===== config.mk =====
export PLATFORM = sky130hd
export DESIGN_NAME = dpm_div
export DESIGN_NICKNAME = d
export VERILOG_FILES = /design/src/hw/rtl/dpm_pkg.sv /design/src/hw/rtl/dpm_div.sv
export SDC_FILE = /design/constraint.sdc
export NUM_CORES = 2
export LEC_CHECK = 0
export BUFFER_PORTS_ARGS = -buffer_cell sky130_fd_sc_hd__buf_2
export CAP_MARGIN = 40
export CORE_MARGIN = 2
export CORE_UTILIZATION = 60
export DETAILED_ROUTE_END_ITERATION = 10
export GPL_ROUTABILITY_DRIVEN = 0
export GPL_TIMING_DRIVEN = 0
export PLACE_DENSITY = 0.84
export RECOVER_POWER = 50
export SYNTH_ARGS = -nofsm -noshare
export SYNTH_HDL_FRONTEND = slang
export SYNTH_SLANG_ARGS = --single-unit

===== constraint.sdc =====
create_clock -name clk -period 5.9 [get_ports clk]
set_input_delay 1.475 -clock clk [delete_from_list [all_inputs] [get_ports clk]]
set_output_delay 1.475 -clock clk [all_outputs]
set_load 0.02 [all_outputs]

===== src/hw/rtl/dpm_pkg.sv =====
package dpm_pkg;

  localparam int DEF_LOG_TABLE_ENTRIES = 64;
  localparam int DEF_FRAC_BITS         = 16;

  localparam int TEMP_W = 15;
  localparam int HUM_W  = 14;
  localparam int DEW_W  = 15;
  localparam int E_W    = 4;   // top bit position of humidity, 0..13
  localparam int M_W    = 13;  // humidity below its top bit

  localparam int RH_FULL = 10000;
  localparam int B_HUND  = 24304;  // b in hundredths
  localparam int A_MUL   = 141;    // a * 8
  localparam int DEW_MIN = -8000;
  localparam int DEW_MAX = 12500;

  localparam logic [63:0] LN2_Q32 = 64'd2977044472;

  function automatic logic [63:0] ln2_qf(input int f);
    return (LN2_Q32 + (64'd1 << (31 - f))) >> (32 - f);
  endfunction

  // ln(1 + i/n) in Qf; elaboration only
  function automatic logic [63:0] ln_tab_val(input int i, input int n, input int f);
    logic [63:0] v;
    logic [63:0] lg;
    int k;
    v  = (64'd1 << 30) + ((64'(i) << 30) / 64'(n));
    lg = 64'd0;
    if (v >= (64'd1 << 31)) begin
      lg = 64'd1 << 30;
      v  = v >> 1;
    end
    for (k = 1; k <= 30; k++) begin
      v = (v * v) >> 30;
      if (v >= (64'd1 << 31)) begin
        v  = v >> 1;
        lg = lg | (64'd1 << (30 - k));
      end
    end
    return (lg * LN2_Q32 + (64'd1 << (61 - f))) >> (62 - f);
  endfunction

  // ln(10000) by the same normalize and interpolate steps as the datapath
  function automatic logic [63:0] ln_full_val(input int n, input int f);
    logic [63:0] h;
    logic [63:0] p;
    logic [63:0] idx;
    logic [63:0] r;
    logic [63:0] lo;
    logic [63:0] hi;
    int e;
    int k;
    h = 64'(RH_FULL);
    e = 0;
    for (k = 0; k < 31; k++) begin
      if ((h >> (k + 1)) != 64'd0) e = k + 1;
    end
    p   = (h - (64'd1 << e)) * 64'(n);
    idx = p >> e;
    r   = p & ((64'd1 << e) - 64'd1);
    lo  = ln_tab_val(int'(idx), n, f);
    hi  = ln_tab_val(int'(idx) + 1, n, f);
    return 64'(e) * ln2_qf(f) + lo + (((hi - lo) * r) >> e);
  endfunction

endpackage


===== src/hw/rtl/dpm_div.sv =====
// Unsigned restoring divider, one quotient bit per stage.
// The quotient must fit in QW bits.
module dpm_div #(
  parameter int NW = 40,
  parameter int DW = 19,
  parameter int QW = 22,
  parameter int PW = 8
) (
  input  logic          clk,
  input  logic          rst_n,
  input  logic          ce,
  input  logic          in_valid,
  input  logic [NW-1:0] in_num,
  input  logic [DW-1:0] in_den,
  input  logic [PW-1:0] in_pay,
  output logic          out_valid,
  output logic [QW-1:0] out_quo,
  output logic [PW-1:0] out_pay
);
  import dpm_pkg::*;

  localparam int CW = (NW > DW + QW) ? NW : DW + QW;

  logic [NW-1:0] rem_i [0:QW-1];
  logic [DW-1:0] den_i [0:QW-1];
  logic [QW-1:0] quo_i [0:QW-1];
  logic [PW-1:0] pay_i [0:QW-1];
  logic          vld_i [0:QW-1];

  logic [NW-1:0] rem_r [1:QW];
  logic [DW-1:0] den_r [1:QW];
  logic [QW-1:0] quo_r [1:QW];
  logic [PW-1:0] pay_r [1:QW];
  logic          vld_r [1:QW];

  for (genvar s = 0; s < QW; s++) begin : g_stg
    localparam int J = QW - 1 - s;
    logic [CW-1:0] sh;
    logic          ge;

    if (s == 0) begin : g_head
      assign rem_i[s] = in_num;
      assign den_i[s] = in_den;
      assign quo_i[s] = '0;
      assign pay_i[s] = in_pay;
      assign vld_i[s] = in_valid;
    end else begin : g_body
      assign rem_i[s] = rem_r[s];
      assign den_i[s] = den_r[s];
      assign quo_i[s] = quo_r[s];
      assign pay_i[s] = pay_r[s];
      assign vld_i[s] = vld_r[s];
    end

    assign sh = CW'(den_i[s]) << J;
    assign ge = CW'(rem_i[s]) >= sh;

    always_ff @(posedge clk) begin
      if (!rst_n) begin
        vld_r[s+1] <= 1'b0;
      end else if (ce) begin
        vld_r[s+1] <= vld_i[s];
      end
    end

    always_ff @(posedge clk) begin
      if (ce) begin
        rem_r[s+1] <= ge ? NW'(CW'(rem_i[s]) - sh) : rem_i[s];
        den_r[s+1] <= den_i[s];
        quo_r[s+1] <= ge ? (quo_i[s] | (QW'(1) << J)) : quo_i[s];
        pay_r[s+1] <= pay_i[s];
      end
    end
  end

  assign out_valid = vld_r[QW];
  assign out_quo   = quo_r[QW];
  assign out_pay   = pay_r[QW];

endmodule


==> impl_metrics.prom <==
# TYPE chip_impl_metric gauge
chip_impl_metric{name="postLayoutCoreUtil",unit="%"} 66.7
chip_impl_metric{name="fin_cells",unit=""} 8562
chip_impl_metric{name="grt_antenna_before_repair",unit=""} 0
chip_impl_info{name="violations",value="capacitance limit, slew limit"} 1
chip_impl_info{name="synth_area_leaders",value="sky130_fd_sc_hd__edfxtp_1 63%, sky130_fd_sc_hd__ha_1 6.5%, sky130_fd_sc_hd__xor2_1 2.7%"} 1
chip_impl_metric{name="clock_sink_count",unit=""} 1690
chip_impl_metric{name="critical_path.n_buffers_inverters",unit=""} 3
chip_impl_metric{name="grt_max_degree",unit=""} 197
chip_impl_metric{name="layout_min_cycle_time",unit="ns"} 5.00
chip_impl_metric{name="tightest_slew",unit="ns"} 3.70
chip_impl_info{name="synth_area_leader_cell",value="sky130_fd_sc_hd__edfxtp_1"} 1
chip_impl_metric{name="port_buffers",unit=""} 101
chip_impl_metric{name="cts_hold_buffers",unit=""} 0
chip_impl_metric{name="netlist-cell-type-count",unit=""} 88
chip_impl_metric{name="power",unit="mW"} 39.9
chip_impl_metric{name="post-place-ws",unit="ns"} 0.535
chip_impl_metric{name="finalHoldViolCount",unit=""} 0
chip_impl_info{name="yosys.cell_count.top_type",value="sky130_fd_sc_hd__edfxtp_1"} 1
chip_impl_metric{name="finalInstanceArea",unit="um^2"} 89100
chip_impl_metric{name="post_synth_instance_area",unit="um^2"} 80800
chip_impl_metric{name="finalSetupViolCount",unit=""} 0
chip_impl_info{name="yosys_most_used_dff",value="sky130_fd_sc_hd__edfxtp_1"} 1
chip_impl_metric{name="synth.yosys.seq_area_share",unit="%"} 62.8
chip_impl_metric{name="dieArea",unit="um^2"} 138000
chip_impl_metric{name="final.period_utilization",unit="%"} 84.7
chip_impl_metric{name="cp.arrival",unit="ns"} 5.31
chip_impl_metric{name="ir_drop",unit="mV"} 0.328
chip_impl_metric{name="power.leakage",unit="nW"} 33.6
chip_impl_metric{name="die_height",unit="um"} 371
chip_impl_metric{name="yosys_warning_total",unit=""} 0
chip_impl_metric{name="num-nets-final",unit=""} 7167
chip_impl_metric{name="synth.ff_latch_count",unit=""} 1690
chip_impl_metric{name="worstPathRequired",unit="ns"} 6.21
chip_impl_metric{name="drt-pass1-iter-count",unit=""} 6
chip_impl_metric{name="dpl.hpwl",unit="um"} 115000
chip_impl_metric{name="h_tree_depth_reported_by_cts",unit=""} 4
chip_impl_metric{name="route.detailed.wl_per_inst",unit="um"} 19.2
chip_impl_metric{name="placementRows",unit=""} 134
chip_impl_info{name="clockRootBuffer",value="sky130_fd_sc_hd__clkbuf_16"} 1
chip_impl_metric{name="drv_cap",unit=""} 2
chip_impl_metric{name="global_route.usage.total",unit="%"} 23.7
chip_impl_metric{name="number_of_enable_flip_flop_cells_after_synthesis",unit=""} 1690
chip_impl_info{name="critical_path.startpoint_type",value="primary input"} 1
chip_impl_metric{name="cellPowerDensity",unit="nW/um^2"} 448
chip_impl_metric{name="start_util",unit="%"} 60.5
chip_impl_metric{name="detail-route-antenna-nets",unit=""} 0
chip_impl_metric{name="cp_slowest_stage_delay",unit="ns"} 2.59
chip_impl_metric{name="postPlaceCellArea",unit="um^2"} 83800
chip_impl_metric{name="syn-mean-instance-area",unit="um^2"} 12.7
chip_impl_metric{name="postCtsSetupRepairBufs",unit=""} 0
chip_impl_metric{name="vias_in_the_first_global_route",unit=""} 52592
chip_impl_metric{name="core",unit="um^2"} 134000
chip_impl_metric{name="worst_skew_pair.late_latency",unit="ns"} 0.82
chip_impl_metric{name="drc_viols",unit=""} 0
chip_impl_metric{name="synth_largest_type_area_fraction",unit="%"} 62.8
chip_impl_info{name="synth_top_cells_by_count",value="1690 x sky130_fd_sc_hd__edfxtp_1, 530 x sky130_fd_sc_hd__inv_1, 506 x sky130_fd_sc_hd__nand2_1, 418 x sky130_fd_sc_hd__ha_1, 403 x sky130_fd_sc_hd__o21ai_0"} 1
chip_impl_metric{name="diodes",unit=""} 0
chip_impl_metric{name="netlist_instances",unit=""} 6368
chip_impl_metric{name="global_route_total_overflow",unit=""} 0
chip_impl_metric{name="cts_buffers",unit=""} 168
chip_impl_metric{name="maxClockFrequency",unit="MHz"} 200
chip_impl_info{name="setup.worst_path.end_class",value="flop"} 1
chip_impl_info{name="min-delay-path-class",value="flop to flop"} 1
chip_impl_info{name="cpMaxStageDelayCell",value="sky130_fd_sc_hd__buf_2"} 1
chip_impl_metric{name="dp.cells",unit=""} 8254
chip_impl_metric{name="timing.max_slew.rel_slack",unit="%"} -147
chip_impl_info{name="clock_tree_from_tritoncts",value="yes"} 1
chip_impl_metric{name="num_io_pins",unit=""} 102
chip_impl_metric{name="die_w",unit="um"} 371
chip_impl_info{name="setup_repair_after_global_routing_missed_its_margin",value="false"} 1
chip_impl_info{name="path_class",value="primary input to flop"} 1
chip_impl_metric{name="fin_setup_tns",unit="ns"} 0
chip_impl_metric{name="cts-resized-gates",unit=""} 0
chip_impl_metric{name="grt_first_pass_wirelength",unit="um"} 259000
chip_impl_info{name="worst_path_dominant_cell_family",value="buffers and inverters"} 1
chip_impl_metric{name="clk_pin_slew",unit="ns"} 0.06
chip_impl_metric{name="final.setup.worst_slack",unit="ns"} 0.904
chip_impl_metric{name="drv_slew",unit=""} 353
chip_impl_metric{name="area_growth",unit="%"} 10.3
chip_impl_info{name="status",value="finished, violations left"} 1
chip_impl_metric{name="clockBufferDepth",unit=""} 3
chip_impl_metric{name="dr.first_iter.drc_count",unit=""} 3854
chip_impl_metric{name="num_vias",unit=""} 51491
chip_impl_metric{name="layout-drive-gt1-share",unit="%"} 6.56
chip_impl_metric{name="finalHoldWorstSlack",unit="ns"} 0.403
chip_impl_metric{name="synth_fp_nets",unit=""} 6878
chip_impl_info{name="path_cells",value="buf_12 > buf_16 > buf_2"} 1
chip_impl_metric{name="timing.clock.skew",unit="ns"} 0.0551
chip_impl_metric{name="route.detailed.vias_per_inst",unit=""} 6.01
chip_impl_metric{name="asyncSetResetFlopFracSynth",unit="%"} 0
chip_impl_metric{name="cp_max_fo",unit=""} 186
chip_impl_metric{name="route.final.wire_length",unit="um"} 164000
-- kinds of logic after synthesis --
group,after synthesis,share of synthesized area [%]
AOI/OAI and AO/OA,1357,10.5
xor gates and xnor gates,487,5.28
adders and majority gates,439,6.99
buffers and inverters,647,3.07
DFF,1690,62.8
muxes,69,0.948
and+or+nand+nor,1679,10.4
-- placed cells by master (no fill, tap or decap), types with 26 or more instances in the layout --
cell                        netlist  routed
sky130_fd_sc_hd__a211oi_1        52      52
sky130_fd_sc_hd__a21o_1         160     160
sky130_fd_sc_hd__a21oi_1        366     366
sky130_fd_sc_hd__a31oi_1         26      26
sky130_fd_sc_hd__and3_1          46      46
sky130_fd_sc_hd__buf_2            8      78
sky130_fd_sc_hd__clkbuf_1        88     157
sky130_fd_sc_hd__clkbuf_16        0     168
sky130_fd_sc_hd__clkinv_1         0      44
sky130_fd_sc_hd__clkinv_2         0      28
sky130_fd_sc_hd__edfxtp_1      1690    1690
sky130_fd_sc_hd__ha_1           418     418
sky130_fd_sc_hd__inv_1          530     530
sky130_fd_sc_hd__mux2_2          60      60
sky130_fd_sc_hd__nand2_1        506     506
sky130_fd_sc_hd__nand2b_1        81      81
sky130_fd_sc_hd__nand3_1        101     101
sky130_fd_sc_hd__nand4_1         60      60
sky130_fd_sc_hd__nor2_1         334     334
sky130_fd_sc_hd__nor2b_1         60      60
sky130_fd_sc_hd__nor3_1         136     136
sky130_fd_sc_hd__nor4_1         106     106
sky130_fd_sc_hd__o21a_1          60      60
sky130_fd_sc_hd__o21ai_0        403     403
sky130_fd_sc_hd__o21bai_1        31      31
sky130_fd_sc_hd__o31ai_1         54      54
sky130_fd_sc_hd__or2_2           28      28
sky130_fd_sc_hd__or3_1           50      50
sky130_fd_sc_hd__or4_1           51      51
sky130_fd_sc_hd__xnor2_1        235     235
sky130_fd_sc_hd__xor2_1         252     252
-- registers in the layout, summed over array words and instances (netlist names) --
register,count
den_r,399
pay_r,176
rem_r,840
vld_r,22
quo_r,253
-- metal layers --
metal  vias up  routed length, um  GRT usage, %
li1      24295                  -             -
met1     24612              54200          21.5
met2      1868              90100          46.1
met3       716               6970          3.73
met4         0              13100          18.4
met5         -                  0             0
-- power by group --
group,internal (mW),leakage (nW),total [mW],switching (mW)
clock,5.85,2.61,10.4,4.53
combinational,5.07,14.7,12.1,6.99
sequential,16.2,16.3,17.5,1.31
total,27.1,33.6,39.9,12.8
-- path summary, 6_finish.rpt --
check,startpoint,endpoint,slack (ns),cells after the start
setup / recovery,ce,den_r[0][244],0.90,3
hold / removal,pay_r[0][87],pay_r[0][95],0.40,0
setup reg to reg,rem_r[0][306],rem_r[0][346],1.38,12
hold reg to reg,pay_r[0][87],pay_r[0][95],0.40,0
-- cell type report --
class,instances,area [um^2]
clock inverters,108,1050
fillers,8711,44500
repair buffers,119,729
inverters,532,2000
flip-flops and latches,1690,50700
plain buffers,115,483
clock buffers,199,4320
well taps,1768,2210
multi-input cells,4031,27600
Power figures use the tool's default switching activity.
